$ cat src/rtl/bicubic_hermite_stencil_weights_core_defines.svh
// ----------------------------------------------------------------------------
// Stencil weights core assertion macros
// Shared concurrent assertion helpers; empty when SYNTHESIS is defined.
// ----------------------------------------------------------------------------
`ifndef BICUBIC_HERMITE_STENCIL_WEIGHTS_CORE_DEFINES_SVH
`define BICUBIC_HERMITE_STENCIL_WEIGHTS_CORE_DEFINES_SVH
`ifndef SYNTHESIS
// Same-cycle implication, sampled on clk, off during reset
`define HSW_ASSERT_IMP(lbl, ante, cons) \
	lbl: assert property (@(posedge clk) disable iff (!arst_n) (ante) |-> (cons)) \
		else $error("hsw assertion failed");
// Next-cycle implication, sampled on clk, off during reset
`define HSW_ASSERT_NXT(lbl, ante, cons) \
	lbl: assert property (@(posedge clk) disable iff (!arst_n) (ante) |=> (cons)) \
		else $error("hsw assertion failed");
`else
`define HSW_ASSERT_IMP(lbl, ante, cons)
`define HSW_ASSERT_NXT(lbl, ante, cons)
`endif
`endif

$ cat src/rtl/hsw_pkg.sv
// ----------------------------------------------------------------------------
// Stencil weights package
// Field widths, output limits and register indexes shared by the core.
// ----------------------------------------------------------------------------
package hsw_pkg;
	localparam int FRAC_BITS_DEF = 16;
	localparam int STENCIL_WIDTH = 4;
	localparam int OUT_FRAC      = 16;
	localparam int POS_W         = 32;
	localparam int W_W           = 20;
	localparam int W_MIN         = -524288;
	localparam int W_MAX         = 524287;
	localparam int COL_W         = 2;
	localparam int XIDX_W        = 18;
	localparam int ZC_W          = 16;
	localparam int XFI_W         = 8;
	localparam int XLB_W         = 16;
	localparam int ZS_W          = 17;
	localparam int IN_TDATA_W    = 2 * POS_W;
	localparam int OUT_FIELDS_W  = XIDX_W + ZC_W + STENCIL_WIDTH * W_W;
	localparam int OUT_TDATA_W   = ((OUT_FIELDS_W + 7) / 8) * 8;
	localparam int CFG_IDX_W     = 2;
	localparam int CFG_DATA_W    = ZS_W;

	localparam logic [ZS_W-1:0]  Z_SIZE_MAX = 17'd65536;
	localparam logic [COL_W-1:0] LAST_COL   = COL_W'(STENCIL_WIDTH - 1);

	typedef enum logic [CFG_IDX_W-1:0] {
		CFG_X_FIRST_INTERIOR = 2'd0,
		CFG_X_LAST_BOUND     = 2'd1,
		CFG_Z_SIZE           = 2'd2
	} cfg_idx_t;
endpackage

$ cat src/rtl/hsw_coef.sv
// ----------------------------------------------------------------------------
// Hermite axis coefficients
// Three stages: t squared, t cubed, then twice the four stencil coefficients.
// ----------------------------------------------------------------------------
module hsw_coef #(
	parameter int FRAC_BITS = 16,
	parameter int PW        = 8
) (
	input  logic                         clk,
	input  logic                         arst_n,
	input  logic                         en,
	input  logic                         in_valid,
	input  logic [FRAC_BITS:0]           tx,
	input  logic [FRAC_BITS:0]           tz,
	input  logic [PW-1:0]                in_pay,
	output logic                         out_valid,
	output logic signed [FRAC_BITS+3:0]  dx [hsw_pkg::STENCIL_WIDTH],
	output logic signed [FRAC_BITS+3:0]  dz [hsw_pkg::STENCIL_WIDTH],
	output logic [PW-1:0]                out_pay
);
	import hsw_pkg::*;

	localparam int TW = FRAC_BITS + 1;
	localparam int DW = FRAC_BITS + 4;
	localparam int EW = FRAC_BITS + 6;
	localparam logic [2*TW-1:0]     HALF = (2*TW)'(1) << (FRAC_BITS - 1);
	localparam logic signed [EW-1:0] ONE = EW'(1) << FRAC_BITS;

	logic [TW-1:0] t_in [2];
	logic          v_s1, v_s2, v_s3;
	logic [PW-1:0] pay_s1, pay_s2, pay_s3;
	logic [TW-1:0] t_s1  [2];
	logic [TW-1:0] t2_s1 [2];
	logic [TW-1:0] t_s2  [2];
	logic [TW-1:0] t2_s2 [2];
	logic [TW-1:0] t3_s2 [2];
	logic signed [DW-1:0] d_s3 [2][STENCIL_WIDTH];

	assign t_in[0] = tx;
	assign t_in[1] = tz;

	// advance valid bits
	always_ff @(posedge clk or negedge arst_n) begin
		if (!arst_n) begin
			v_s1 <= 1'b0;
			v_s2 <= 1'b0;
			v_s3 <= 1'b0;
		end else if (en) begin
			v_s1 <= in_valid;
			v_s2 <= v_s1;
			v_s3 <= v_s2;
		end
	end

	always_ff @(posedge clk) begin
		if (en) begin
			pay_s1 <= in_pay;
			pay_s2 <= pay_s1;
			pay_s3 <= pay_s2;
		end
	end

	for (genvar a = 0; a < 2; a++) begin : g_axis
		logic [2*TW-1:0]       sq;
		logic [2*TW-1:0]       cu;
		logic signed [EW-1:0]  ti, t2i, t3i, h00, h01, h10, h11;

		// round t*t and t^2*t to nearest, ties up
		assign sq  = t_in[a] * t_in[a] + HALF;
		assign cu  = t2_s1[a] * t_s1[a] + HALF;
		assign ti  = EW'(t_s2[a]);
		assign t2i = EW'(t2_s2[a]);
		assign t3i = EW'(t3_s2[a]);
		assign h00 = (t3i <<< 1) - (t2i <<< 1) - t2i + ONE;
		assign h01 = (t2i <<< 1) + t2i - (t3i <<< 1);
		assign h10 = ti - (t2i <<< 1) + t3i;
		assign h11 = t3i - t2i;

		always_ff @(posedge clk) begin
			if (en) begin
				t_s1[a]    <= t_in[a];
				t2_s1[a]   <= sq[FRAC_BITS +: TW];
				t_s2[a]    <= t_s1[a];
				t2_s2[a]   <= t2_s1[a];
				t3_s2[a]   <= cu[FRAC_BITS +: TW];
				d_s3[a][0] <= DW'(-h10);
				d_s3[a][1] <= DW'((h00 <<< 1) - h11);
				d_s3[a][2] <= DW'((h01 <<< 1) + h10);
				d_s3[a][3] <= DW'(h11);
			end
		end
	end

	for (genvar k = 0; k < STENCIL_WIDTH; k++) begin : g_out
		assign dx[k] = d_s3[0][k];
		assign dz[k] = d_s3[1][k];
	end

	assign out_valid = v_s3;
	assign out_pay   = pay_s3;
endmodule

$ cat config.mk
export PLATFORM = sky130hd
export DESIGN_NAME = hsw_coef
export DESIGN_NICKNAME = d
export VERILOG_FILES = /design/src/rtl/bicubic_hermite_stencil_weights_core_defines.svh /design/src/rtl/hsw_pkg.sv /design/src/rtl/hsw_coef.sv
export SDC_FILE = /design/constraint.sdc
export NUM_CORES = 2
export LEC_CHECK = 0
export BUFFER_PORTS_ARGS = -buffer_cell sky130_fd_sc_hd__buf_2
export CAP_MARGIN = 20
export CORE_UTILIZATION = 40
export CTS_CLUSTER_SIZE = 28
export DETAILED_ROUTE_END_ITERATION = 6
export PLACE_DENSITY_LB_ADDON = 0.08
export SETUP_SLACK_MARGIN = 0.02
export SKIP_CTS_REPAIR_TIMING = 1
export SYNTH_ARGS = -nofsm -noshare
export SYNTH_HDL_FRONTEND = slang
export SYNTH_SLANG_ARGS = --single-unit
$ cat constraint.sdc
create_clock -name clk -period 8.3 [get_ports clk]
set_clock_uncertainty 0.15 [all_clocks]
set_input_delay 0.415 -clock clk [delete_from_list [all_inputs] [get_ports clk]]
set_output_delay 0.415 -clock clk [all_outputs]
set_load 0.05 [all_outputs]
Word-level counts from Yosys, hierarchy flattened

Memories as Yosys holds them, arrays and structs flattened.
Cells that the tools add are included.

Add/sub/neg operators: 26
Multipliers: 4
Mux-type cells: 2

Operators by type and width:

| cell                   | number |
|---|---|
| $add 33x16->33 const B | 4 |
| $mul 17x17->33         | 4 |
| $sub 19x18->19         | 4 |
| $add 19x18->20         | 2 |
| $add 20x20->20         | 2 |
| $neg 20->20            | 2 |
| $sub 20x18->20         | 2 |
| $add 18x17->19         | 2 |
| $add 19x18->19 const B | 2 |
| $sub 17x18->19         | 2 |
| $sub 18x18->19         | 2 |
| $sub 17x17->18         | 2 |
| $mux 1                 | 2 |

Flip-flop bits (word level): 27
RAM bits: 330
Input bits: 46
Output and inout bits: 169
Word-level logic and storage cells: 44
Memories kept: 6

Memories:

| name  | depth | width | read ports | clocked after memory_dff | wr ports | line           | text |
|---|---|---|---|---|---|---|---|
| d_s3  | 2     | 80    | 2          | 0                        | 2        | hsw_coef.sv:37 | `logic signed [DW-1:0] d_s3 [2][STENCIL_WIDTH];` |
| t2_s1 | 2     | 17    | 2          | 0                        | 2        | hsw_coef.sv:33 | `logic [TW-1:0] t2_s1 [2];` |
| t2_s2 | 2     | 17    | 2          | 0                        | 2        | hsw_coef.sv:35 | `logic [TW-1:0] t2_s2 [2];` |
| t3_s2 | 2     | 17    | 2          | 0                        | 2        | hsw_coef.sv:36 | `logic [TW-1:0] t3_s2 [2];` |
| t_s1  | 2     | 17    | 2          | 0                        | 2        | hsw_coef.sv:32 | `logic [TW-1:0] t_s1 [2];` |
| t_s2  | 2     | 17    | 2          | 0                        | 2        | hsw_coef.sv:34 | `logic [TW-1:0] t_s2 [2];` |

Longest topological paths before layout

An unclocked memory read counts as a cell.

Depth in word-level cells: 5
Depth in mapped cells: 25
Depth with buffers taken out: 25

Worst setup path after synthesis

Ideal clock, no wire load.

Kind: reg-to-reg
Start point: memory t_s1[0][2] (netlist name)
End point: memory t3_s2[0][16] (netlist name) (data pin)
Setup time: 260 ps
Arrival: 6052 ps
Data required time: 7890 ps
Slack: 1838 ps
Stages on the path, launching flop included: 23
Buffers on the path: 1
Period minus slack after synthesis: 6462 ps
Path through: edfxtp_1 -> clkbuf_1 -> and2_1 -> fa_1 -> inv_1 -> fa_1 -> inv_1 -> fa_1 -> inv_1 -> fa_1 -> fa_1 -> fa_1 -> inv_1 -> ha_1 -> nand2_1 -> o21ai_0 -> nor2b_1 -> a211oi_1 -> nor3_1 -> o41ai_1 -> a211o_1 -> a21oi_1 -> xnor2_1

RTL lines:

| element            | line |
|---|---|
| start: declaration | hsw_coef.sv:32 |
| end: declaration   | hsw_coef.sv:36 |

==> results.yml <==
timing:
  final.setup.tns_ns: 0
  worst_pin_slew_ns: 0.998
  slew_viol_final: 0
  rsz0062_at_grt: "no"
  period_minus_slack_ns: 7.12
  post-route-period-util: 0.858
  relSlewSlack: 0.326
  fin_ws_ns: 1.18
  max_freq_mhz: 140
  final_hold_viol_count: 0
  finalSetupViolCount: 0
setup_path:
  crit_type: "reg -> reg"
  r2r_start: "t_s1[0][19]"
  crit_family: "adder cells"
  path_buf_inv: 3
  cp_common_cell: "fa_1"
  reg2reg_to: "t3_s2[0][28]"
  slowest_delay_ns: 0.83
  crit_required_ns: 8.51
  r2r_cells: 20
  crit_fanout: 18
  worst_setup_path_start_kind: "flip-flop"
  worst_setup_path_end_kind: "flip-flop"
  crit_slowest_cell: "edfxtp_1"
  cp.arrival_ns: 7.33
  r2r_slack_ns: 1.18
  worstPathCellList: "nand2_1 -> fa_1 -> fa_1 -> fa_1 -> inv_1 -> ha_1 -> fa_1 -> inv_1 -> fa_1 -> inv_1 -> ha_1 -> a2111oi_0 -> nand2_1 -> a31oi_1 -> o211ai_1 -> o22ai_1 -> o21ai_0 -> a31o_2 -> a21oi_1 -> xnor2_1"
cts:
  cts_tree: "yes"
  ctsRootBufferMaster: "clkbuf_16"
  cts_max_level: 2
  cts_buffer_depth: 3
  cts.sinks: 349
  numCtsBuffers: 42
  clkTransAtPathRegs_ns: 0.07
  clock_latency_ns: 0.61
floorplanning:
  start_util: 0.403
  io_pins: 215
  die_h_um: 380
  fp.dieArea_um2: 144000
  core_area_um2: 142000
  die_w_um: 380
  core.rowCount: 138
route:
  ant_nets: 0
  first_pass_iters: 5
  drt_iter0_drc: 1562
  viasPerCell: 4.90
  routedWlPerCell_um: 17.2
  vias: 38763
  wl_mm: 136
  drc: 0
synth:
  synth.cell_area_um2: 57000
  ys.flop_type: "edfxtp_1"
  ys_async_sr_fraction: 0.00860
  ys_warn_count: 0
  yosysSeqAreaShare: 0.183
  syn_nets: 7442
  synth_seq_cells: 349
  synth_edf_count: 346
  syn_avg_cell_area_um2: 9.84
  synth_cell_types: 78
  synth_cells: 5795
cells_and_area:
  n_antenna_cell: 0
  final_nets: 7630
  nFillCells: 13963
  drive_above_1_share: 0.0592
  area_growth_pct: 8.37
flow_run:
  cap_violations: 0
global_route:
  grt_antenna_before_repair: 6
  grt_usage: 0.190
  grt_pass1_vias: 40947
  grt_pass1_wl_mm: 220
  grt_max_degree: 156
  gr-total-overflow: 0
hold_path:
  whs_endpoint: "out_pay[0]"
  holdPathStages: 1
  hold_start: "en"
  hold_path_class: "in -> reg"
run_status:
  outcome: "finished clean"
place:
  port_buffers: 214
  post-place-ws_ns: 1.18
  gp_congestion: 0.834
  dp_hpwl_mm: 111
worst max path at each step:
| stage | cells past startpoint | endpoint | startpoint | slack [ns] |
|---|---|---|---|---|
| 2_1_floorplan | 22 | t3_s2[0][16] | t_s1[0][2] | 1.84 |
| 3_3_place_gp | 24 | t2_s1[0][26] | tz[11] | 1.18 |
| 3_5_place_dp | 20 | t3_s2[0][28] | t_s1[0][19] | 1.18 |
| 4_1_cts | 20 | t3_s2[0][28] | t_s1[0][19] | 1.18 |
| 5_1_grt | 20 | t3_s2[0][28] | t_s1[0][19] | 0.72 |
| 6_report | 20 | t3_s2[0][28] | t_s1[0][19] | 1.18 |
logic make-up after synthesis:
| group | Yosys count | synth area share |
|---|---|---|
| AO/OA/AOI/OAI | 614 | 0.0719 |
| XOR/XNOR | 318 | 0.0496 |
| adder cells (fa/ha/maj) | 1601 | 0.467 |
| buffers and inverters | 1371 | 0.0907 |
| flip-flops | 349 | 0.183 |
| multiplexers | 10 | 0.00189 |
| AND/OR/NAND/NOR | 1532 | 0.136 |
synth_stat cells (all sizes together) (6+ instances only):
cell | number | area share
inv | 1256 | 0.083
fa | 878 | 0.31
ha | 723 | 0.16
nand2 | 500 | 0.033
and2 | 445 | 0.049
edfxtp | 346 | 0.18
xnor2 | 230 | 0.035
nor2 | 218 | 0.014
a21oi | 165 | 0.014
o21ai | 108 | 0.0095
clkbuf | 107 | 0.0070
nor3 | 89 | 0.0079
xor2 | 85 | 0.013
a21o | 62 | 0.0082
nor2b | 51 | 0.0056
o21a | 51 | 0.0067
nand3 | 50 | 0.0044
nand2b | 34 | 0.0037
o21bai | 32 | 0.0042
and3 | 30 | 0.0033
or3 | 29 | 0.0033
a211oi | 18 | 0.0024
o41ai | 16 | 0.0025
or2 | 16 | 0.0018
a31oi | 15 | 0.0016
nand3b | 14 | 0.0018
o211ai | 14 | 0.0018
o31ai | 14 | 0.0018
o31a | 13 | 0.0020
a221oi | 11 | 0.0017
nand4 | 11 | 0.0012
nor3b | 11 | 0.0016
a211o | 10 | 0.0015
a21boi | 10 | 0.0013
a2111oi | 8 | 0.0012
a311o | 8 | 0.0014
buf | 8 | 0.0011
nor4 | 8 | 0.00088
o311ai | 8 | 0.0012
a31o | 7 | 0.0011
nand4b | 7 | 0.0011
or4 | 7 | 0.0011
mux2 | 6 | 0.0012
state kept, by name (all words and copies together) (netlist names):
name	flops
d_s3	152
t2_s1	34
t2_s2	34
t3_s2	34
t_s1	34
t_s2	34
out_pay	8
pay_s1	8
pay_s2	8
out_valid	1
v_s1	1
v_s2	1
worst register-to-register path: cells and delay by family (launching register included):
family / cells / cell delay [ns]
fa+ha+maj: 7 / 3.10
compound gates: 7 / 2.32
flops: 1 / 0.83
simple gates: 2 / 0.29
buf+inv: 3 / 0.13
xor+xnor: 1 / 0.08
per-layer routing:
layer	wire length, um	track usage
met5	47	0
met4	2470	0.0391
met3	4660	0.0191
met2	60100	0.300
met1	68800	0.283
final cells by class:
class	count	area, um2	share of cell area
Multi-Input combinational cell	4075	41400	0.670
Sequential cell	349	10500	0.169
Timing Repair Buffer	259	1460	0.0235
Tap cell	1890	2360	0.0383
Clock inverter	25	313	0.00506
Inverter	1256	4710	0.0763
Clock buffer	50	1100	0.0178
through the flow:
step / util / instance area (um2) / hold WS (ns) / cells
after global placement: 0.426 / 60300 / 0.0621 / 7817
final: 0.437 / 61800 / 0.104 / 7904
after floorplan: - / 57000 / -0.0306 / 5795
after global routing: 0.437 / 61800 / 0.104 / 7904
after CTS: 0.436 / 61700 / -0.616 / 7893
after detailed placement: 0.426 / 60300 / 0.0632 / 7818
placed cells by master (no fill, tap or decap), types with 13 or more instances in the layout:
cell type  instances
o21a_1            51
or2_2             16
nor2b_1           51
clkbuf_16         43
o21ai_0          108
o21bai_1          32
or3_1             26
inv_1           1256
a21o_1            62
ha_1             723
xnor2_1          230
xor2_1            85
fa_1             878
and3_1            30
a211oi_1          18
o211ai_1          14
nand2_1          500
nor3_1            88
nand3b_1          14
a31oi_1           15
nand3_1           50
o41ai_1           16
nand2b_1          34
a21oi_1          165
buf_2            213
edfxtp_1         346
buf_4             32
o31a_1            13
and2_1           444
o31ai_1           14
nor2_1           218
Power is not shown: default switching activity piles up to over one toggle a cycle in this logic, so the estimate is an artifact.
