===== src/rtl/bicubic_hermite_stencil_weights_core_defines.svh =====
// ----------------------------------------------------------------------------
// Stencil weights core assertion macros
// Shared concurrent assertion helpers; empty when SYNTHESIS is defined.
// ----------------------------------------------------------------------------
`ifndef BICUBIC_HERMITE_STENCIL_WEIGHTS_CORE_DEFINES_SVH
`define BICUBIC_HERMITE_STENCIL_WEIGHTS_CORE_DEFINES_SVH
`ifndef SYNTHESIS
// Same-cycle implication, sampled on clk, off during reset
`define HSW_ASSERT_IMP(lbl, ante, cons) \
	lbl: assert property (@(posedge clk) disable iff (!arst_n) (ante) |-> (cons)) \
		else $error("hsw assertion failed");
// Next-cycle implication, sampled on clk, off during reset
`define HSW_ASSERT_NXT(lbl, ante, cons) \
	lbl: assert property (@(posedge clk) disable iff (!arst_n) (ante) |=> (cons)) \
		else $error("hsw assertion failed");
`else
`define HSW_ASSERT_IMP(lbl, ante, cons)
`define HSW_ASSERT_NXT(lbl, ante, cons)
`endif
`endif


===== src/rtl/hsw_pkg.sv =====
// ----------------------------------------------------------------------------
// Stencil weights package
// Field widths, output limits and register indexes shared by the core.
// ----------------------------------------------------------------------------
package hsw_pkg;
	localparam int FRAC_BITS_DEF = 16;
	localparam int STENCIL_WIDTH = 4;
	localparam int OUT_FRAC      = 16;
	localparam int POS_W         = 32;
	localparam int W_W           = 20;
	localparam int W_MIN         = -524288;
	localparam int W_MAX         = 524287;
	localparam int COL_W         = 2;
	localparam int XIDX_W        = 18;
	localparam int ZC_W          = 16;
	localparam int XFI_W         = 8;
	localparam int XLB_W         = 16;
	localparam int ZS_W          = 17;
	localparam int IN_TDATA_W    = 2 * POS_W;
	localparam int OUT_FIELDS_W  = XIDX_W + ZC_W + STENCIL_WIDTH * W_W;
	localparam int OUT_TDATA_W   = ((OUT_FIELDS_W + 7) / 8) * 8;
	localparam int CFG_IDX_W     = 2;
	localparam int CFG_DATA_W    = ZS_W;

	localparam logic [ZS_W-1:0]  Z_SIZE_MAX = 17'd65536;
	localparam logic [COL_W-1:0] LAST_COL   = COL_W'(STENCIL_WIDTH - 1);

	typedef enum logic [CFG_IDX_W-1:0] {
		CFG_X_FIRST_INTERIOR = 2'd0,
		CFG_X_LAST_BOUND     = 2'd1,
		CFG_Z_SIZE           = 2'd2
	} cfg_idx_t;
endpackage


===== src/rtl/hsw_serial.sv =====
// ----------------------------------------------------------------------------
// Column serializer
// Holds one item and issues four column beats through a multiply row,
// a round and saturate stage, and the output register.
// ----------------------------------------------------------------------------
`include "bicubic_hermite_stencil_weights_core_defines.svh"

module hsw_serial #(
	parameter int FRAC_BITS = 16
) (
	input  logic                             clk,
	input  logic                             arst_n,
	input  logic                             in_valid,
	input  logic signed [FRAC_BITS+3:0]      dx [hsw_pkg::STENCIL_WIDTH],
	input  logic signed [FRAC_BITS+3:0]      dz [hsw_pkg::STENCIL_WIDTH],
	input  logic [hsw_pkg::XLB_W-1:0]        xc,
	input  logic [hsw_pkg::ZC_W-1:0]         zc,
	output logic                             h_free,
	output logic                             out_valid,
	input  logic                             out_ready,
	output logic [hsw_pkg::OUT_TDATA_W-1:0]  out_data,
	output logic [hsw_pkg::COL_W-1:0]        out_col,
	output logic                             out_last
);
	import hsw_pkg::*;

	localparam int DW = FRAC_BITS + 4;
	localparam int PW = 2 * DW;
	localparam int SW = PW + 1;
	localparam int SH = 2 * FRAC_BITS + 2 - OUT_FRAC;
	localparam logic signed [SW-1:0] RND  = SW'(1) << (SH - 1);
	localparam logic signed [SW-1:0] RMIN = SW'(W_MIN);
	localparam logic signed [SW-1:0] RMAX = SW'(W_MAX);

	// hold stage
	logic                 v_s1;
	logic [COL_W-1:0]     col_q;
	logic signed [DW-1:0] dx_s1 [STENCIL_WIDTH];
	logic signed [DW-1:0] dz_s1 [STENCIL_WIDTH];
	logic [XLB_W-1:0]     xc_s1;
	logic [ZC_W-1:0]      zc_s1;
	// product stage
	logic                 v_s2;
	logic [COL_W-1:0]     col_s2;
	logic [XIDX_W-1:0]    xidx_s2;
	logic [ZC_W-1:0]      zc_s2;
	logic signed [PW-1:0] prod_s2 [STENCIL_WIDTH];
	// output stage
	logic                 v_s3;
	logic [COL_W-1:0]     col_s3;
	logic [XIDX_W-1:0]    xidx_s3;
	logic [ZC_W-1:0]      zc_s3;
	logic [W_W-1:0]       w_s3 [STENCIL_WIDTH];
	logic                 last_s3;

	logic                 adv_o, adv_p;
	logic signed [SW-1:0] rsum [STENCIL_WIDTH];
	logic signed [SW-1:0] rsh  [STENCIL_WIDTH];
	logic [W_W-1:0]       wsat [STENCIL_WIDTH];

	assign adv_o  = !v_s3 || out_ready;
	assign adv_p  = !v_s2 || adv_o;
	assign h_free = !v_s1 || (adv_p && (col_q == LAST_COL));

	// load a new item or step to the next column
	always_ff @(posedge clk or negedge arst_n) begin
		if (!arst_n) begin
			v_s1  <= 1'b0;
			col_q <= '0;
		end else if (h_free) begin
			v_s1  <= in_valid;
			col_q <= '0;
		end else if (adv_p) begin
			col_q <= col_q + COL_W'(1);
		end
	end

	always_ff @(posedge clk) begin
		if (h_free) begin
			dx_s1 <= dx;
			dz_s1 <= dz;
			xc_s1 <= xc;
			zc_s1 <= zc;
		end
	end

	// multiply the selected x coefficient into the z row
	always_ff @(posedge clk or negedge arst_n) begin
		if (!arst_n) begin
			v_s2 <= 1'b0;
		end else if (adv_p) begin
			v_s2 <= v_s1;
		end
	end

	always_ff @(posedge clk) begin
		if (adv_p) begin
			col_s2  <= col_q;
			xidx_s2 <= XIDX_W'({2'b00, xc_s1}) - XIDX_W'(1) + XIDX_W'(col_q);
			zc_s2   <= zc_s1;
			for (int k = 0; k < STENCIL_WIDTH; k++) begin
				prod_s2[k] <= dx_s1[col_q] * dz_s1[k];
			end
		end
	end

	// round to nearest, ties up, then clip to the weight range
	always_comb begin
		for (int k = 0; k < STENCIL_WIDTH; k++) begin
			rsum[k] = SW'(prod_s2[k]) + RND;
			rsh[k]  = rsum[k] >>> SH;
			if (rsh[k] < RMIN) begin
				wsat[k] = W_W'(W_MIN);
			end else if (rsh[k] > RMAX) begin
				wsat[k] = W_W'(W_MAX);
			end else begin
				wsat[k] = rsh[k][W_W-1:0];
			end
		end
	end

	always_ff @(posedge clk or negedge arst_n) begin
		if (!arst_n) begin
			v_s3 <= 1'b0;
		end else if (adv_o) begin
			v_s3 <= v_s2;
		end
	end

	always_ff @(posedge clk) begin
		if (adv_o) begin
			col_s3  <= col_s2;
			xidx_s3 <= xidx_s2;
			zc_s3   <= zc_s2;
			w_s3    <= wsat;
			last_s3 <= (col_s2 == LAST_COL);
		end
	end

	assign out_valid = v_s3;
	assign out_col   = col_s3;
	assign out_last  = last_s3;
	assign out_data  = {(OUT_TDATA_W - OUT_FIELDS_W)'(0), w_s3[3], w_s3[2], w_s3[1], w_s3[0],
		zc_s3, xidx_s3};

	`HSW_ASSERT_IMP(a_last_on_final_col, v_s3, last_s3 == (col_s3 == LAST_COL))
	`HSW_ASSERT_NXT(a_col_steps, v_s3 && out_ready && !last_s3, v_s3 && (col_s3 == $past(col_s3) + 2'd1))
	`HSW_ASSERT_IMP(a_hold_busy, v_s1 && (col_q != LAST_COL), !h_free)
endmodule


===== config.mk =====
export PLATFORM = sky130hd
export DESIGN_NAME = hsw_serial
export DESIGN_NICKNAME = d
export VERILOG_FILES = /design/src/rtl/hsw_pkg.sv /design/src/rtl/hsw_serial.sv
export VERILOG_INCLUDE_DIRS = /design/src /design/src/rtl
export SDC_FILE = /design/constraint.sdc
export NUM_CORES = 2
export LEC_CHECK = 0
export ABC_AREA = 1
export ABC_CLOCK_PERIOD_IN_PS = 14430
export BUFFER_PORTS_ARGS = -buffer_cell sky130_fd_sc_hd__buf_2
export CAP_MARGIN = 25
export CORE_MARGIN = 4
export CORE_UTILIZATION = 41
export DETAILED_ROUTE_END_ITERATION = 16
export HOLD_SLACK_MARGIN = 0.05
export PLACE_DENSITY = 0.64
export SLEW_MARGIN = 10
export SYNTH_ARGS = -nofsm -noshare
export SYNTH_HDL_FRONTEND = slang
export SYNTH_SLANG_ARGS = --single-unit

===== constraint.sdc =====
create_clock -name clk -period 14.43 [get_ports clk]
set_input_delay 0 -clock clk [delete_from_list [all_inputs] [get_ports clk]]
set_output_delay 0 -clock clk [all_outputs]
set_load 0.1 [all_outputs]

* Yosys cells after proc, flatten, opt, wreduce, memory -nomap -nowiden
Memories as Yosys holds them, arrays and structs flattened.
Index checks and enable logic that the tools add are counted.
** Word-level totals
- Output and inout bits :: 125
- Latch bits :: 0
- Logic and storage cells :: 68
- Bits in writable memories :: 160
- Memory bits (read-only) :: 0
- Memories kept :: 1
- Bits in registers :: 350
** Memories
- prod_s2 :: depth 4, width 40, read ports 4, clocked after Yosys merged registers in 0, wr ports 4, RTL line hsw_serial.sv:47 : logic signed [PW-1:0] prod_s2 [STENCIL_WIDTH];
** Cells by class
- Multipliers :: 4
- Reductions and logical operators :: 8
- Muxes and demuxes :: 11
- Magnitude comparators :: 9
- Bitwise gates (word level) :: 1
- Div/mod/pow operators :: 0
- Add/subtract/negate cells :: 7
- Equality and inequality tests :: 2
- Shift-type cells :: 0
** Operators with widths (number)
- $add A40 B19 Y41 const B :: 4
- $mul A20 B20 Y40 :: 4
- $mux W20 :: 6
- $gt A23 B20 Y1 const B :: 4
- $lt A23 B20 Y1 const B :: 4
- $bmux W20 S2 :: 1
- $add A17 B3 Y18 :: 1
- $sub A16 B1 Y17 const B :: 1
- $eq A2 B2 Y1 const B :: 2
- $mux W2 :: 2
- $ge A3 B3 Y1 const B :: 1
- $logic_not A1 Y1 :: 3
- $logic_or A1 B1 Y1 :: 3
- $not A2 Y3 :: 1
- $add A2 B1 Y2 const B :: 1
- $mux W1 :: 2
- $reduce_bool A2 Y1 :: 1
- $logic_and A1 B1 Y1 :: 1

* Longest topological paths before layout
- Word-level depth :: 6
- Gate-level depth with buffers :: 37

* Least setup slack after synthesis
Ideal clock, no wire load.
- Kind :: reg2reg
- From :: reg v_s3, in the netlist out_valid
- To :: reg dx_s1[0] in the netlist's numbering, enable pin
- Clock period less this slack :: 14.921 ns
- Arrival :: 14.043 ns
- Path slack :: -0.491 ns
- Setup time :: 0.878 ns
- Required time :: 13.552 ns
- Stages on the path, launching flop included :: 6
- Cell sequence :: dfrtp_1 inv_1 nor2_1 inv_1 nor2_1 a21oi_1
** Between the ends
- Cells in the longest elaborated chain, start to end :: 5
** RTL lines
- start: declaration :: RTL line hsw_serial.sv:49 : logic v_s3;
- start signal: assignment :: RTL line hsw_serial.sv:126 : v_s3 <= v_s2;
- $logic_not A1 Y1 :: RTL line hsw_serial.sv:61 : assign adv_o = !v_s3 || out_ready;
- $logic_or A1 B1 Y1 :: RTL line hsw_serial.sv:61
- via adv_o :: RTL line hsw_serial.sv:56 : logic adv_o, adv_p;
- $logic_or A1 B1 Y1 :: RTL line hsw_serial.sv:62 : assign adv_p = !v_s2 || adv_o;
- $logic_and A1 B1 Y1 :: RTL line hsw_serial.sv:63 : assign h_free = !v_s1 || (adv_p && (col_q == LAST_COL));
- $logic_or A1 B1 Y1 :: RTL line hsw_serial.sv:63
- via h_free :: RTL line hsw_serial.sv:18 : output logic h_free,
- end signal: assignment :: RTL line hsw_serial.sv:80 : dx_s1 <= dx;
- end: declaration :: RTL line hsw_serial.sv:38 : logic signed [DW-1:0] dx_s1 [STENCIL_WIDTH];
The timed path passes the listed nets, and every way through them passes these cells.
A chain may end at the register's enable or synchronous reset.

==> results.md <==
- Number of synthesized flops with an enable pin: roughly 440
- Clk_skew: 0.0846 ns
- Starting Density: between 40 and 50%
- Yosys warns: 0
- Crit path DAT: between 9 and 10 ns
- DR pass1 iterations: 6
- Syn Std Cell Area: just under 80000 um^2
- Synth cell types: 52
- CTS buffer count: 55
- Worst-path clk slew: approximately 0.060 ns
- Largest net degree at the start of global routing: 81
- Most frequent cell after synthesis: inv_1
- RSZ-0062 raised after global routing: no
- Fin crit share: between 60% and 70%
- Via Count: 58300
- CP dominant cell by count: inv_1
- Global-route wire length before repair: about 360000 um
- Final WL: 225000 um
- Iteration-0 DRC Markers: 3863
- Layout area overhead: 12.7%
- Final setup fails: 0
- Setup bufs post-CTS: 0
- Fmax: around 110 MHz
- Initial antenna violation count: 6
- Synth Flop Type: edfxtp_1
- Port Buffers: between 300 and 400
- CP top delay family: adder cells
- Synth cell count leaders: inv_1, fa_1, nand2_1, nor2_1, edfxtp_1
- R2R Setup Slk: between 5 and 6 ns
- Worst-Skew Late Latency: roughly 0.74 ns
- Final Net Count: 11400
- Sequential area share after synthesis: between 10% and 20%
- Max-Slew Margin vs Limit: roughly 27%
- Placeable Area: around 190000 um^2
- H-tree lvl count: 2
- Root buf cell: clkbuf_16
- Synth top area cells: fa_1, edfxtp_1, inv_1
- Synth top area share: between 40% and 50%
- Synth area leader: fa_1
- Vias per inst: roughly 5
- Die footprint: around 200000 um^2
- Clock Tree Buf Depth: 3
- FF+latch area: 13200 um^2
- Total global-route track usage: 23.3%
- CP Capture Type: flop
- CP peak stage delay: between 0.9 and 1 ns
- Worst setup path class: reg2reg
- Die span in x: between 400 and 500 um
- Post-layout minimum cycle time: about 9 ns
- Antenna Nets Post-Route: 0
- # rows: 159
- Final Hold Fails: 0
- CTS Sinks: 442
- Status: finished, final reports clean
- Slew Limit Fails: 0
- WL per Instance: about 19 um
- Vias in the first global route: about 65000
- CP Launch Type: flop
- Layout cells sized above 1: about 6.5%
- CTS tree: yes
- Dpl hpwl: roughly 170000 um
- Gpl congestion: between 0.9 and 1
- Worst-path maximum fanout: 26
- Area of the multi-input gates: 55000 um^2
- Die Y: around 440 um
- Worst slew pin tran: about 1.1 ns
- Slowest CP cell: clkinv_1
- DRC: 0
- Async S/R FF share, synth: 1.13%
- I/O Pins: approximately 320
- Flops & latches, synth: between 400 and 500
- Max-cap violations: 0
- Total global routing overflow: 0
- CP Data Required Time: about 15 ns
- TNS Setup: 0 ns
- Class of the worst hold path: in2reg
- Syn_area_per_cell: about 9.1 um^2
- Worst Path Buf+Inv: 12
- Fillcell total: between 15000 and 20000
- Syn Inst Count: approximately 8500
==> repair_timing <==
action | 4_1_cts | 5_1_grt
endpoints found under the hold margin | 198 | 0
hold buffers | 385 | 0
gates resized for setup | 0 | 0
==> final timing paths <==
path | cells after the start | from | end
max | 31 | col_q[1]$_DFFE_PN0P_ | prod_s2[1][28]$_DFFE_PP_
min | 4 | out_ready | out_valid$_DFFE_PN0P_
max reg2reg | 31 | col_q[1]$_DFFE_PN0P_ | prod_s2[1][28]$_DFFE_PP_
min reg2reg | 0 | zc_s1[12]$_DFFE_PP_ | zc_s2[12]$_DFFE_PP_
max in group asynchronous | 3 | arst_n | col_q[1]$_DFFE_PN0P_
min in group asynchronous | 3 | arst_n | out_valid$_DFFE_PN0P_
==> placed cells by master, fill, tap and decap left out, drive strengths merged, types with 5 or more instances in the layout <==
cell / count
inv: 2104
fa: 1677
nand2: 1441
nor2: 1227
edfxtp: 437
ha: 424
dlygate4sd3: 385
buf: 375
a21oi: 175
nand3: 157
xor2: 135
o21ai: 96
xnor2: 79
clkbuf: 64
clkinv: 62
nand4: 55
nor3: 41
a31oi: 34
a21o: 27
nor4: 18
o21bai: 17
o21a: 16
and3: 8
nand3b: 8
bufinv: 8
diode: 7
a21boi: 7
conb: 6
dfrtp: 5
==> state kept, by name, summed over array words and instances, names as in the netlist, 16 cells and up <==
signal / count
out_data: 80
xidx_s3: 18
prod_s2: 92
zc_s3: 16
zc_s1: 16
dz_s1: 80
xidx_s2: 18
xc_s1: 16
dx_s1: 80
zc_s2: 16
==> cell families after synthesis <==
family | share of synthesized area (%)
buffers and inverters | 11.9
adders and majority gates | 50.3
AOI/OAI and AO/OA | 2.81
xor gates and xnor gates | 2.42
and+or+nand+nor | 15.4
other | 0.00485
DFF | 17.1
==> per-layer routing <==
layer	GRT usage [%]	routed length, um
met2	39.3	108000
met5	0	0
met3	4.45	17000
met1	29.3	88300
met4	10.1	11600
==> per-stage QoR <==
step,util (%),std cells,hold slack (ns),setup WS (ns),area [um^2]
2_1_floorplan,-,8528,-0.296,3.83,77400
3_3_place_gp,43.4,11100,-0.183,5.72,81400
3_5_place_dp,43.4,11100,-0.177,5.68,81400
4_1_cts,46.4,11600,0.100,5.64,87100
5_1_grt,46.5,11600,0.116,5.02,87200
6_report,46.5,11600,0.141,5.44,87200
==> area by class of cell <==
cell class                      count  share of cell area (%)
Antenna cell                        7                  0.0201
Clock buffer                       63                    1.61
Clock inverter                     36                   0.545
Inverter                         2140                    9.23
Multi-Input combinational cell   5658                    63.0
Sequential cell                   442                    15.2
Tap cell                         2495                    3.58
Timing Repair Buffer              761                    6.79
==> tightest hold or removal path, cell delays in order <==
cell and delay [ns]:
buf_2 0.09, nor2_1 0.23, inv_6 0.32, nand2_1 0.14
Power is left out: the tool's default activity adds up to more than one toggle a clock period on the data nets, which glitch-free logic cannot reach.
