## src/rtl/bicubic_hermite_stencil_weights_core_defines.svh

```systemverilog
// ----------------------------------------------------------------------------
// Stencil weights core assertion macros
// Shared concurrent assertion helpers; empty when SYNTHESIS is defined.
// ----------------------------------------------------------------------------
`ifndef BICUBIC_HERMITE_STENCIL_WEIGHTS_CORE_DEFINES_SVH
`define BICUBIC_HERMITE_STENCIL_WEIGHTS_CORE_DEFINES_SVH
`ifndef SYNTHESIS
// Same-cycle implication, sampled on clk, off during reset
`define HSW_ASSERT_IMP(lbl, ante, cons) \
	lbl: assert property (@(posedge clk) disable iff (!arst_n) (ante) |-> (cons)) \
		else $error("hsw assertion failed");
// Next-cycle implication, sampled on clk, off during reset
`define HSW_ASSERT_NXT(lbl, ante, cons) \
	lbl: assert property (@(posedge clk) disable iff (!arst_n) (ante) |=> (cons)) \
		else $error("hsw assertion failed");
`else
`define HSW_ASSERT_IMP(lbl, ante, cons)
`define HSW_ASSERT_NXT(lbl, ante, cons)
`endif
`endif

```

## src/rtl/hsw_pkg.sv

```systemverilog
// ----------------------------------------------------------------------------
// Stencil weights package
// Field widths, output limits and register indexes shared by the core.
// ----------------------------------------------------------------------------
package hsw_pkg;
	localparam int FRAC_BITS_DEF = 16;
	localparam int STENCIL_WIDTH = 4;
	localparam int OUT_FRAC      = 16;
	localparam int POS_W         = 32;
	localparam int W_W           = 20;
	localparam int W_MIN         = -524288;
	localparam int W_MAX         = 524287;
	localparam int COL_W         = 2;
	localparam int XIDX_W        = 18;
	localparam int ZC_W          = 16;
	localparam int XFI_W         = 8;
	localparam int XLB_W         = 16;
	localparam int ZS_W          = 17;
	localparam int IN_TDATA_W    = 2 * POS_W;
	localparam int OUT_FIELDS_W  = XIDX_W + ZC_W + STENCIL_WIDTH * W_W;
	localparam int OUT_TDATA_W   = ((OUT_FIELDS_W + 7) / 8) * 8;
	localparam int CFG_IDX_W     = 2;
	localparam int CFG_DATA_W    = ZS_W;

	localparam logic [ZS_W-1:0]  Z_SIZE_MAX = 17'd65536;
	localparam logic [COL_W-1:0] LAST_COL   = COL_W'(STENCIL_WIDTH - 1);

	typedef enum logic [CFG_IDX_W-1:0] {
		CFG_X_FIRST_INTERIOR = 2'd0,
		CFG_X_LAST_BOUND     = 2'd1,
		CFG_Z_SIZE           = 2'd2
	} cfg_idx_t;
endpackage

```

## src/rtl/hsw_zmod.sv

```systemverilog
// ----------------------------------------------------------------------------
// Z corner wrap
// Pipelined restoring remainder, one dividend bit per stage, then floor fixup.
// ----------------------------------------------------------------------------
module hsw_zmod #(
	parameter int IW = 16,
	parameter int PW = 8
) (
	input  logic                       clk,
	input  logic                       arst_n,
	input  logic                       en,
	input  logic                       in_valid,
	input  logic [IW-1:0]              mag,
	input  logic                       neg,
	input  logic [hsw_pkg::ZS_W-1:0]   modulus,
	input  logic [PW-1:0]              in_pay,
	output logic                       out_valid,
	output logic [hsw_pkg::ZC_W-1:0]   rem,
	output logic [PW-1:0]              out_pay
);
	import hsw_pkg::*;

	logic            valid_s [IW];
	logic [ZS_W-1:0] rem_s   [IW];
	logic [IW-1:0]   mag_s   [IW];
	logic            neg_s   [IW];
	logic [ZS_W-1:0] mod_s   [IW];
	logic [PW-1:0]   pay_s   [IW];
	logic [ZS_W-1:0] rem_fix;

	for (genvar i = 0; i < IW; i++) begin : g_bit
		logic            v_in;
		logic [ZS_W-1:0] r_in;
		logic [IW-1:0]   a_in;
		logic            n_in;
		logic [ZS_W-1:0] m_in;
		logic [PW-1:0]   p_in;
		logic [ZS_W:0]   trial;

		if (i == 0) begin : g_first
			assign v_in = in_valid;
			assign r_in = '0;
			assign a_in = mag;
			assign n_in = neg;
			assign m_in = modulus;
			assign p_in = in_pay;
		end else begin : g_next
			assign v_in = valid_s[i-1];
			assign r_in = rem_s[i-1];
			assign a_in = mag_s[i-1];
			assign n_in = neg_s[i-1];
			assign m_in = mod_s[i-1];
			assign p_in = pay_s[i-1];
		end

		// bring down the next dividend bit
		assign trial = {r_in, a_in[IW-1-i]};

		always_ff @(posedge clk or negedge arst_n) begin
			if (!arst_n) begin
				valid_s[i] <= 1'b0;
			end else if (en) begin
				valid_s[i] <= v_in;
			end
		end

		// subtract the modulus where it fits
		always_ff @(posedge clk) begin
			if (en) begin
				if (trial >= {1'b0, m_in}) begin
					rem_s[i] <= ZS_W'(trial - {1'b0, m_in});
				end else begin
					rem_s[i] <= trial[ZS_W-1:0];
				end
				mag_s[i] <= a_in;
				neg_s[i] <= n_in;
				mod_s[i] <= m_in;
				pay_s[i] <= p_in;
			end
		end
	end

	// negative corners wrap from the top of the range
	always_comb begin
		rem_fix = rem_s[IW-1];
		if (neg_s[IW-1] && (rem_s[IW-1] != '0)) begin
			rem_fix = mod_s[IW-1] - rem_s[IW-1];
		end
	end

	assign out_valid = valid_s[IW-1];
	assign rem       = rem_fix[ZC_W-1:0];
	assign out_pay   = pay_s[IW-1];
endmodule

```

## config.mk

```make
export PLATFORM = sky130hd
export DESIGN_NAME = hsw_zmod
export DESIGN_NICKNAME = d
export VERILOG_FILES = /design/src/rtl/bicubic_hermite_stencil_weights_core_defines.svh /design/src/rtl/hsw_pkg.sv /design/src/rtl/hsw_zmod.sv
export SDC_FILE = /design/constraint.sdc
export NUM_CORES = 1
export LEC_CHECK = 0
export ABC_CLOCK_PERIOD_IN_PS = 3500
export BUFFER_PORTS_ARGS = -buffer_cell sky130_fd_sc_hd__clkbuf_2
export CORE_ASPECT_RATIO = 0.8
export CORE_MARGIN = 5
export CORE_UTILIZATION = 45
export CTS_CLUSTER_DIAMETER = 120
export DETAILED_ROUTE_END_ITERATION = 10
export GPL_TIMING_DRIVEN = 0
export MAX_ROUTING_LAYER = met4
export SLEW_MARGIN = 20
export SYNTH_ARGS = -nofsm -noshare
export SYNTH_HDL_FRONTEND = slang
export SYNTH_SLANG_ARGS = --single-unit
```

## constraint.sdc

```tcl
create_clock -name clk -period 3.5 [get_ports clk]
set_input_delay 0.175 -clock clk [delete_from_list [all_inputs] [get_ports clk]]
set_output_delay 0.175 -clock clk [all_outputs]
set_load 0.005 [all_outputs]
```

== Word-level counts from Yosys, hierarchy flattened ==
Memories as Yosys holds them, arrays and structs flattened.
Cells that the tools add are included.

* Register bits: 16
* RAM bits: 944
* Logic and storage cells: 187
* Memories: 5

* Add/subtract/negate cells: 17
* Magnitude comparators: 16
* Muxes and demuxes: 115
* Bitwise operators: 16
* Reductions and logical operators: 2

{| class="wikitable"
|+ Memories
! name !! depth !! bits a word !! rd ports !! clocked after Yosys merged registers in !! wr ports !! RTL line !! text
|-
| mod_s || 16 || 17 || 16 || 0 || 16 || hsw_zmod.sv:27 || <nowiki>logic [ZS_W-1:0] mod_s [IW];</nowiki>
|-
| rem_s || 16 || 17 || 16 || 0 || 16 || hsw_zmod.sv:24 || <nowiki>logic [ZS_W-1:0] rem_s [IW];</nowiki>
|-
| mag_s || 16 || 16 || 15 || 0 || 16 || hsw_zmod.sv:25 || <nowiki>logic [IW-1:0] mag_s [IW];</nowiki>
|-
| pay_s || 16 || 8 || 16 || 0 || 16 || hsw_zmod.sv:28 || <nowiki>logic [PW-1:0] pay_s [IW];</nowiki>
|-
| neg_s || 16 || 1 || 16 || 0 || 16 || hsw_zmod.sv:26 || <nowiki>logic neg_s [IW];</nowiki>
|}

{| class="wikitable"
|+ Operator list
! operator !! count
|-
| 2-to-1 mux 17 bit || 16
|-
| greater-or-equal comparator 18 x 17 -> 1 bit || 15
|-
| subtractor 17 bit || 15
|-
| 2-to-1 mux 1 bit || 98
|-
| greater-or-equal comparator 1 x 17 -> 1 bit || 1
|-
| nonzero test 17 bit || 1
|-
| subtractor 1 x 17 -> 17 bit || 1
|-
| 2-to-1 mux 16 bit || 1
|-
| bitwise OR 1 bit || 16
|-
| subtractor 16 bit || 1
|-
| logical AND 1 bit || 1
|}

== Logic depth before layout (Yosys ltp) ==
Gate-level depths: netlist of the first run.
An unclocked memory read counts as a cell.

* Depth in word-level cells: 6
* Gate-level depth with buffers: 13
* Gate-level depth less buffers: 12

== Worst setup path after synthesis of the first run ==
OpenSTA, ideal clock, no wires.

* Path type: flip-flop to flip-flop
* Start: memory mag_s[12][2] (netlist: mag_s[1][66])
* End: memory rem_s[13][15] (netlist: rem_s[1][100]), data pin
* Setup time: 0.260 ns
* Arrival time: 2.716 ns
* Path slack: 0.524 ns
* Cell stages (with the launch flop): 14
* Path buffers: 2
* Cell sequence: edfxtp_1 -> inv_1 -> ha_1 -> fa_1 -> and2b_1 -> o21bai_1 -> nand3_1 -> a21oi_2 -> o31ai_1 -> a221o_1 -> a2111o_1 -> buf_6 -> buf_12 -> mux2_4

{| class="wikitable"
|+ RTL lines
! element !! RTL line
|-
| start, declared || hsw_zmod.sv:25
|-
| end, declared || hsw_zmod.sv:24
|}

==> metrics, run 1 <==
Die W=351.3 um; syn nets=3,577; RSZ-0062 raised after global routing=yes; mean area per synthesized cell=12.93 sq um; Syn Inst Count=3,243; r2r setup slk=50 ps; first-pass GRT wire length=134,200 um; area grow syn2layout=13.46%; number of hold violations in the final report=0; Die Area=99,420 sq um; leading cell type in the layout, fill and taps excluded=edfxtp_1; wire length per cell=17.81 um; crit start category=flip-flop; Setup WS post-layout=-18.15 ps; total track usage=17.37%; worst reg2reg path depth=13; Leak=18.99 nW; final worst path period need=3518 ps; CTS clock-pin slew for the worst setup and hold paths=60 ps; failing checks=setup timing; Rel. slew slack=29.13%; IO Pins=71; FF-to-FF Start=mag_s[1][66]; # DRC=0; max-cap viol count=0; Unique masters post-synth=84; DRT Pass-1 Iters=5; top layer in use=met4; Worst Hold Class=in -> reg; Syn. warnings=0; largest net degree at the start of global routing=95; layout cells sized above 1=14.31%; pwr dens=815.4 nW/um^2; Reg area=24,630 sq um; CP Class=reg -> out; status=complete, but fails checks; Slew @ Worst Pin=1063 ps; antenna violations before repair=1; met3 wire length=4262 um; worst setup path startpoint=mod_s[1][119]; Max H-tree Level=3; post-detail-place hpwl=62,260 um; Post-Syn Area=41,930 sq um; max-slew violations=0; Post-synth EDFFs=807; cts bufs inserted=85; Main synth FF type=edfxtp_1; area occupied by multi-input gates=15,900 sq um; root buf cell=clkbuf_16; #FFs+latches synth=823; gr ovfl total=0; WL final=84,920 um; gp weighted congestion=0.9082; Num Clock Sinks=823; # setup viols final=1; die height=283.0 um; vias=25,180; Buffers on Ports=70; count of nets after finishing=3,809; Max FO, Critical Path=3; vias in the first global route=23,960; clock buffer depth=3; critical path endpoint=rem[12]; CP required=3320 ps; Starting Density=45.22%; Final Power=38.79 mW; FFs w/ async S/R, synth=1.944%; fmax=0.2842 GHz; std cell rows=100; maximum vdd ir drop=0.0004382 V; crit end category=output port; Tcrit/Tclk final=100.5%; area of the core=92,710 sq um; commonest non-fill, non-tap cells in the layout=edfxtp_1 (807), inv_1 (334), ha_1 (270); TritonCTS clock tree=yes; fillcell total=8,021; hold_ws=34.52 ps; met2 wire length=34,370 um; worst flop-to-flop path endpoint=rem_s[1][93]; via density per instance=5.283; Skew-Pair Late Insertion Delay=650 ps; # diodes=0; skew final=37.31 ps; sequential fraction of the synthesis area=58.75%; critical path data arrival time=3340 ps; routed metal-1 wirelength=44,780 um; drt first-iter violations=2,060; ANT nets after route=0
cell type report:
cell class | instances | area share, %
Clock buffer | 110 | 4.758
Inverter | 336 | 2.651
Clock inverter | 45 | 0.8258
Sequential cell | 823 | 51.78
Tap cell | 1224 | 3.219
Timing Repair Buffer | 145 | 2.454
Multi-Input combinational cell | 2011 | 33.42
Buffer | 73 | 0.8968
worst max-delay path, cell delays in order (launching register included):
cell       delay (ps)
edfxtp_1          360
inv_1              70
ha_2              180
inv_2              40
fa_2              350
a21o_1            210
a21o_4            220
a2111oi_4         330
o31a_1            300
o21bai_1           90
a21oi_1           170
xor2_1             80
o21ai_1           160
clkbuf_2          150
flip-flops by register name, indices dropped and copies added, names as in the netlist:
signal,flops
mag_s,120
out_valid,1
neg_s,16
mod_s,271
rem_s,272
g_bit.v_in,15
pay_s,128
cell families (layout without fill, tap and decap cells):
kind of cell | Yosys count | after routing | share of synthesized area, %
adders and majority gates | 288 | 288 | 8.881
buffers and inverters | 409 | 709 | 3.948
AOI/OAI and AO/OA | 694 | 694 | 10.86
and+or+nand+nor | 589 | 589 | 6.759
muxes | 224 | 224 | 6.290
DFF | 823 | 823 | 58.75
xor gates and xnor gates | 216 | 216 | 4.512
stage by stage:
step / instances / setup slack, ps / utilization (%) / cell area, sq um / TNS (ps)
6_report: 4767 / -18.15 / 51.31 / 47570 / -18.15
5_1_grt: 4767 / -191.5 / 51.31 / 47570 / -636.7
4_1_cts: 4747 / -2.552 / 50.94 / 47230 / -2.552
3_5_place_dp: 4543 / -833.6 / 47.44 / 43990 / -63330
3_3_place_gp: 4537 / -13460 / 47.25 / 43810 / -9903560
2_1_floorplan: 3243 / 523.7 / - / 41930 / 0
worst min-delay path by stage:
stage               cells past startpoint              to    from  slack, ps
finish                                  2    pay_s[0][14]      en         30
global route                            2    pay_s[0][14]      en         10
CTS                                     2    pay_s[0][14]      en          6
detailed placement                      1   g_bit[4].v_in  arst_n        110
global placement                        1   g_bit[4].v_in  arst_n        110
floorplan                               0  g_bit[10].v_in  arst_n       -120
routing by layer:
layer,global-route usage (%),up-vias
met2,23.37,534
met5,-,-
li1,-,12490
met1,27.72,12050
met3,2.701,111
met4,3.547,0
cells in the mapped netlist (5+ instances only):
| cell type | n | area, sq um |
|---|---|---|
| nor2b_1 | 43 | 269.0 |
| a2111o_1 | 8 | 90.09 |
| a31o_2 | 6 | 52.55 |
| and3_1 | 5 | 31.28 |
| o21ai_0 | 143 | 715.7 |
| inv_1 | 336 | 1261 |
| o21a_1 | 57 | 427.9 |
| dfrtp_1 | 16 | 400.4 |
| a211o_1 | 6 | 52.55 |
| clkbuf_1 | 44 | 165.2 |
| a2111oi_0 | 5 | 43.79 |
| mux2_2 | 154 | 1734 |
| and2_1 | 5 | 31.28 |
| nor2_1 | 151 | 566.8 |
| nand2_1 | 170 | 638.1 |
| a21o_1 | 80 | 600.6 |
| a21oi_2 | 6 | 52.55 |
| fa_1 | 16 | 320.3 |
| mux2i_1 | 28 | 280.3 |
| or3_1 | 8 | 50.05 |
| a31oi_1 | 16 | 100.1 |
| nor4_1 | 20 | 125.1 |
| nand3_1 | 60 | 300.3 |
| a211oi_1 | 7 | 52.55 |
| mux2_4 | 40 | 600.6 |
| xor2_1 | 75 | 656.9 |
| a21oi_1 | 201 | 1006 |
| o211ai_1 | 16 | 120.1 |
| nand4_1 | 38 | 237.7 |
| nand2b_1 | 26 | 162.7 |
| o21bai_1 | 35 | 262.8 |
| edfxtp_1 | 807 | 24230 |
| ha_1 | 272 | 3403 |
| xnor2_1 | 141 | 1235 |
| or4_1 | 6 | 45.04 |
| buf_2 | 11 | 55.05 |
| nor3_1 | 28 | 140.1 |
| a21boi_0 | 9 | 67.56 |
| o31ai_1 | 21 | 157.7 |
| buf_6 | 11 | 123.9 |
| a221o_1 | 5 | 50.05 |
| o31a_1 | 18 | 157.7 |
| o41ai_1 | 12 | 105.1 |
report_power, final:
part	switching (mW)	internal (mW)
Combinational	7.95	7.39
Sequential	1.14	13.6
Clock	3.81	4.89
Total	12.9	25.9
repair_timing:
| item | CTS | global route |
|---|---|---|
| hold endpoints to repair | 100 | 0 |
| setup endpoints to repair | 67 | 134 |
| pin swaps | 7 | 14 |
| setup buffers | 3 | 20 |
| resized for setup | 22 | 57 |
| hold buffers | 46 | 0 |
(Power assumes the default switching activity.)
==> run 2, diff against run 1 <==
--- a/config.mk
+++ b/config.mk
@@ -8,8 +8,7 @@
 export ABC_CLOCK_PERIOD_IN_PS = 3500
 export BUFFER_PORTS_ARGS = -buffer_cell sky130_fd_sc_hd__clkbuf_2
 export CORE_ASPECT_RATIO = 0.8
-export CORE_MARGIN = 5
-export CORE_UTILIZATION = 45
+export CORE_UTILIZATION = 39
 export CTS_CLUSTER_DIAMETER = 120
 export DETAILED_ROUTE_END_ITERATION = 10
 export GPL_TIMING_DRIVEN = 0
==> metrics, run 2 (synthesis gave the netlist of run 1 again) <==
status=finished clean; GR Layer Usage met1=23.68% (-4.0 points); skew final=58.79 ps (+21.48 ps); crit end category=output port; total track usage=15.87% (-1.5 points); RSZ-0062 raised after global routing=yes; largest net degree at the start of global routing=94 (-1.1%); gr ovfl total=0 (unchanged); cts bufs inserted=87 (+2.4%); CP Class=reg -> out; root buf cell=clkbuf_16; IO Pins=71 (unchanged); Setup Slack @ Placement=-1613 ps (-779.2 ps); GRT busiest layer=met1; fmax=0.2880 GHz (+1.3%); Max H-tree Level=3 (unchanged); Die Area=108,800 sq um (+9.5%); Die W=368.6 um (+4.9%); pwr dens=812.9 nW/um^2 (-0.30%); Max FO, Critical Path=3 (unchanged); hold_ws=74.51 ps (+39.99 ps); layout cells sized above 1=14.79% (+0.48 points); antenna violations before repair=1 (unchanged); CTS clock-pin slew for the worst setup and hold paths=60 ps (about the same); Largest register FFs=272 (unchanged); first-pass GRT wire length=132,700 um (-1.1%); Num Clock Sinks=823 (unchanged); max-slew violations=0 (unchanged); final worst path period need=3473 ps (-45.50 ps); most flop-heavy register=rem_s; ANT nets after route=0 (unchanged); max-cap viol count=0 (unchanged); crit start category=flip-flop; number of hold violations in the final report=0 (unchanged); Tcrit/Tclk final=99.22% (-1.3 points); Largest regs=rem_s: 272 flops, mod_s: 271 flops, pay_s: 128 flops; TritonCTS clock tree=yes; Skew-Pair Late Insertion Delay=690 ps (+40 ps); area grow syn2layout=14.48%; fillcell total=9,712 (+21%); CP required=3320 ps (about the same); Slew @ Worst Pin=990.4 ps (-72.66 ps); met2 GRT Util=22.26% (-1.1 points); Starting Density=39.35% (-5.9 points); placement-stage cell area=44,230 sq um (+0.55%); count of nets after finishing=3,822 (+0.34%); maximum vdd ir drop=0.0004374 V (-0.18%); DRT Pass-1 Iters=7 (+2); # DRC=0 (unchanged); Rel. slew slack=33.97% (+4.8 points); post-detail-place hpwl=61,550 um (-1.1%); gp weighted congestion=0.8985 (-1.1%); Worst Hold Class=in -> reg; met3 Usage GRT=2.819% (+0.12 points); std cell rows=107 (+7.0%); Leak=19.12 nW (+0.67%); Buffers on Ports=70 (unchanged); Setup WS post-layout=27.35 ps (+45.50 ps); commonest non-fill, non-tap cells in the layout=edfxtp_1 (807), inv_1 (335), ha_1 (268); clock buffer depth=3 (unchanged); drt first-iter violations=1,791 (-13%); via density per instance=5.059 (-4.2%); leading cell type in the layout, fill and taps excluded=edfxtp_1; area of the core=106,600 sq um (+15%); die height=295.3 um (+4.3%); Final Cell Area=48,000 sq um (+0.90%); WL final=84,380 um (-0.63%); critical path data arrival time=3300 ps (-40 ps); # setup viols final=0 (-1); vias in the first global route=23,900 (-0.26%); vias=25,160 (-0.075%); # diodes=0 (unchanged); wire length per cell=16.96 um (-4.8%)
==> run 2: per-stage QoR <==
| step | TNS [ps] | total power, mW | utilization [%] | instances |
|---|---|---|---|---|
| floorplan | 0 | 26.01 | - | 3243 |
| global placement | -9891300 | 29.54 | 41.34 | 4730 |
| detailed placement | -494520 | 29.54 | 41.50 | 4736 |
| CTS | -82.25 | 38.94 | 44.70 | 4949 |
| global route | -534.7 | 41.59 | 45.04 | 4974 |
| finish | 0 | 39.02 | 45.04 | 4974 |
==> run 2: path summary, 6_finish.rpt <==
check,start,endpoint,slack (ps),depth (start not counted)
max,mod_s[1][119],rem[12],30,13
max reg2reg,mod_s[0][119],rem_s[1][15],150,12
min,en,mag_s[0][11],70,2
min in group asynchronous,arst_n,g_bit[15].v_in,660,3
max in group asynchronous,arst_n,g_bit[11].v_in,2390,3
min reg2reg,mag_s[0][100],mag_s[0][116],400,0
==> run 2: layer usage <==
metal / up-vias / wire [um]
li1: 12510 / -
met1: 12040 / 44180
met2: 496 / 34840
met3: 117 / 3831
met4: 0 / 1521
met5: - / 0
==> run 2: final cells by class <==
cell class / count / area, sq um / area share (%)
Sequential cell: 823 / 24630 / 51.32
Multi-Input combinational cell: 2011 / 15860 / 33.04
Clock buffer: 106 / 2258 / 4.705
Tap cell: 1417 / 1773 / 3.694
Timing Repair Buffer: 157 / 1291 / 2.690
Inverter: 336 / 1261 / 2.627
Clock inverter: 52 / 479.2 / 0.9983
Buffer: 72 / 446.7 / 0.9306
==> run 2: worst max-delay path: stages, from the launching register on <==
cell and delay (ps):
edfxtp_1 350, inv_1 70, ha_2 180, inv_2 40, fa_2 360, a21o_1 170
a21o_1 210, a2111oi_4 360, o31a_1 250, o21bai_1 80, a21oi_1 160, xor2_1 90
o21ai_1 170, clkbuf_2 150
==> run 2: where the power goes <==
group	internal, mW	switching (mW)	total [mW]	leakage, nW
registers	13.6	1.14	14.8	8.08
clock network	5.01	3.90	8.92	1.34
logic	7.43	7.92	15.4	9.69
==> run 2: what timing repair did <==
item | 4_1_cts | 5_1_grt
endpoints found under the setup margin | 411 | 164
gates resized for setup | 37 | 45
pin swaps | 14 | 10
endpoints found under the hold margin | 75 | 50
setup buffers | 11 | 20
hold buffers | 45 | 5
==> run 3, diff against run 2 <==
--- a/config.mk
+++ b/config.mk
@@ -5,7 +5,7 @@
 export SDC_FILE = /design/constraint.sdc
 export NUM_CORES = 1
 export LEC_CHECK = 0
-export ABC_CLOCK_PERIOD_IN_PS = 3500
+export ABC_CLOCK_PERIOD_IN_PS = 4100
 export BUFFER_PORTS_ARGS = -buffer_cell sky130_fd_sc_hd__clkbuf_2
 export CORE_ASPECT_RATIO = 0.8
 export CORE_UTILIZATION = 39
==> constraint.sdc (replaced) <==
create_clock -name clk -period 4.1 [get_ports clk]
set_input_delay 0.205 -clock clk [delete_from_list [all_inputs] [get_ports clk]]
set_output_delay 0.205 -clock clk [all_outputs]
set_load 0.005 [all_outputs]
==> metrics, run 3 (synthesis gave the netlist of run 1 again) <==
Starting Density=39.35% (unchanged); clock buffer depth=3 (unchanged); vias in the first global route=23,860 (-0.19%); Leak=18.90 nW (-1.2%); Tcrit/Tclk final=94.85%; critical path data arrival time=3680 ps (+380 ps); leading cell type in the layout, fill and taps excluded=edfxtp_1; non-filler instance count after layout=4,939 (-0.70%); CP required=3890 ps (+570 ps); FF-to-FF Start=mag_s[1][51]; max-slew violations=0 (unchanged); Reg area=24,630 sq um (unchanged); wire length per cell=16.90 um (-0.39%); vias=24,990 (-0.71%); CTS clock-pin slew for the worst setup and hold paths=60 ps (about the same); largest net degree at the start of global routing=94 (unchanged); root buf cell=clkbuf_16; std cell rows=107 (unchanged); Final Power=32.91 mW (-16%); worst setup path startpoint=mod_s[1][119]; RSZ-0062 raised after global routing=no; P_sw=10.93 mW (-16%); Setup WS post-layout=211.3 ps (+183.9 ps); hold_ws=135.7 ps (+61.22 ps); total track usage=15.85% (-0.019 points); area of the core=106,600 sq um (unchanged); layout cells sized above 1=13.15% (-1.6 points); DRT Pass-1 Iters=6 (-1); crit end category=output port; Skew-Pair Late Insertion Delay=690 ps (about the same); IO Pins=71 (unchanged); Max FO, Critical Path=3 (unchanged); die height=295.3 um (unchanged); maximum vdd ir drop=0.0003567 V (-18%); pwr dens=693.1 nW/um^2 (-15%); count of nets after finishing=3,787 (-0.92%); Clock power frac=23.1% (+0.3 points); Largest regs=rem_s: 272 flops, mod_s: 271 flops, pay_s: 128 flops; cts bufs inserted=87 (unchanged); most flop-heavy register=rem_s; antenna violations before repair=1 (unchanged); Fin Setup TNS=0 ps (unchanged); WL final=83,460 um (-1.1%); fmax=0.2572 GHz; Switching Share=33.20% (about the same); P_int=21.98 mW (-16%); TritonCTS clock tree=yes; final worst path period need=3889 ps; # diodes=0 (unchanged); ANT nets after route=0 (unchanged); hold_sp=en; status=finished clean; Die Area=108,800 sq um (unchanged); area grow syn2layout=13.25%; crit start category=flip-flop; Die W=368.6 um (unchanged); post-detail-place hpwl=61,550 um (unchanged); area occupied by multi-input gates=15,700 sq um (-1.0%); CP Class=reg -> out; Largest register FFs=272 (unchanged); Rel. slew slack=32.52% (-1.5 points); Max H-tree Level=3 (unchanged); Setup Slack @ Placement=-1043 ps (+570.0 ps); via density per instance=5.059 (about the same); first-pass GRT wire length=132,600 um (-0.14%); max-cap viol count=0 (unchanged); Buffers on Ports=70 (unchanged); skew final=56.78 ps (-2.011 ps); Worst Hold Class=in -> reg; # setup viols final=0 (unchanged); Slew @ Worst Pin=1012 ps (+21.85 ps); commonest non-fill, non-tap cells in the layout=edfxtp_1 (807), inv_1 (336), ha_1 (272); Num Clock Sinks=823 (unchanged); Sequential Power Share=38.3% (+0.5 points); drt first-iter violations=1,594 (-11%); Placed Cells=4,736 (unchanged); gp weighted congestion=0.8985 (unchanged); gr ovfl total=0 (unchanged); fillcell total=9,739 (+0.28%); combinational power share=38.6% (-0.7 points); # DRC=0 (unchanged); number of hold violations in the final report=0 (unchanged)
[run 3: cell types whose count changed in the layout (fill, tap and decap cells not counted), moves of 5 or more]
cell | before | now
clkbuf_4 | 6 | 0
clkbuf_1 | 46 | 54
o21ai_0 | 135 | 143
o21ai_1 | 7 | 2
a21oi_1 | 196 | 201
buf_2 | 4 | 11
clkbuf_2 | 82 | 76
buf_4 | 34 | 3
[run 3: what timing repair did]
| item | CTS | global route |
|---|---|---|
| endpoints found under the setup margin | 206 | 36 |
| endpoints found under the hold margin | 74 | 0 |
| setup buffers | 0 | 1 |
| hold buffers | 45 | 0 |
| resized for setup | 3 | 8 |
| pin swaps | 0 | 0 |
[run 3: worst paths after layout]
| path | to | slack (ps) | cells past startpoint |
|---|---|---|---|
| max | rem[12] | 210 | 13 |
| min | mag_s[0][10] | 140 | 1 |
| max reg2reg | rem_s[1][80] | 330 | 12 |
| min reg2reg | mag_s[0][116] | 400 | 0 |
| max in group asynchronous | g_bit[11].v_in | 2960 | 3 |
| min in group asynchronous | g_bit[15].v_in | 690 | 3 |
[run 3: critical path: stages (launching register included)]
cell,delay [ps]
edfxtp_1,350
inv_1,60
ha_1,150
inv_1,50
fa_1,410
a21o_1,200
a21o_1,250
a2111oi_4,440
o31a_1,300
o21bai_1,90
a21oi_1,180
xor2_1,90
o21ai_0,270
clkbuf_2,180
[run 3: per-layer routing]
| layer | global-route usage (%) | vias up | wire [um] |
|---|---|---|---|
| li1 | - | 12440 | - |
| met1 | 23.68 | 11950 | 43580 |
| met2 | 22.20 | 480 | 34450 |
| met3 | 2.819 | 121 | 3901 |
| met4 | 3.613 | 0 | 1521 |
| met5 | - | - | 0 |
[run 3: area by class of cell]
| class | count | area share (%) |
|---|---|---|
| plain buffers | 72 | 0.8405 |
| clock buffers | 106 | 4.756 |
| clock inverters | 52 | 1.009 |
| inverters | 336 | 2.656 |
| multi-input cells | 2011 | 33.06 |
| flip-flops and latches | 823 | 51.88 |
| well taps | 1417 | 3.734 |
| repair buffers | 122 | 2.068 |
[run 3: through the flow]
step / instance area [sq um] / util, %
2_1_floorplan: 41930 / -
3_3_place_gp: 44050 / 41.34
3_5_place_dp: 44230 / 41.50
4_1_cts: 47430 / 44.50
5_1_grt: 47490 / 44.56
6_report: 47490 / 44.56
[run 3: power by group through the flow]
stage               sequential (mW)  combinational (mW)  clock, mW
finish                         12.6                12.7       7.61
global placement               12.9                12.3          0
detailed placement             12.8                12.4          0
CTS                            12.6                12.6       7.88
floorplan                      12.3                9.93          0
global route                   12.8                14.1       8.18
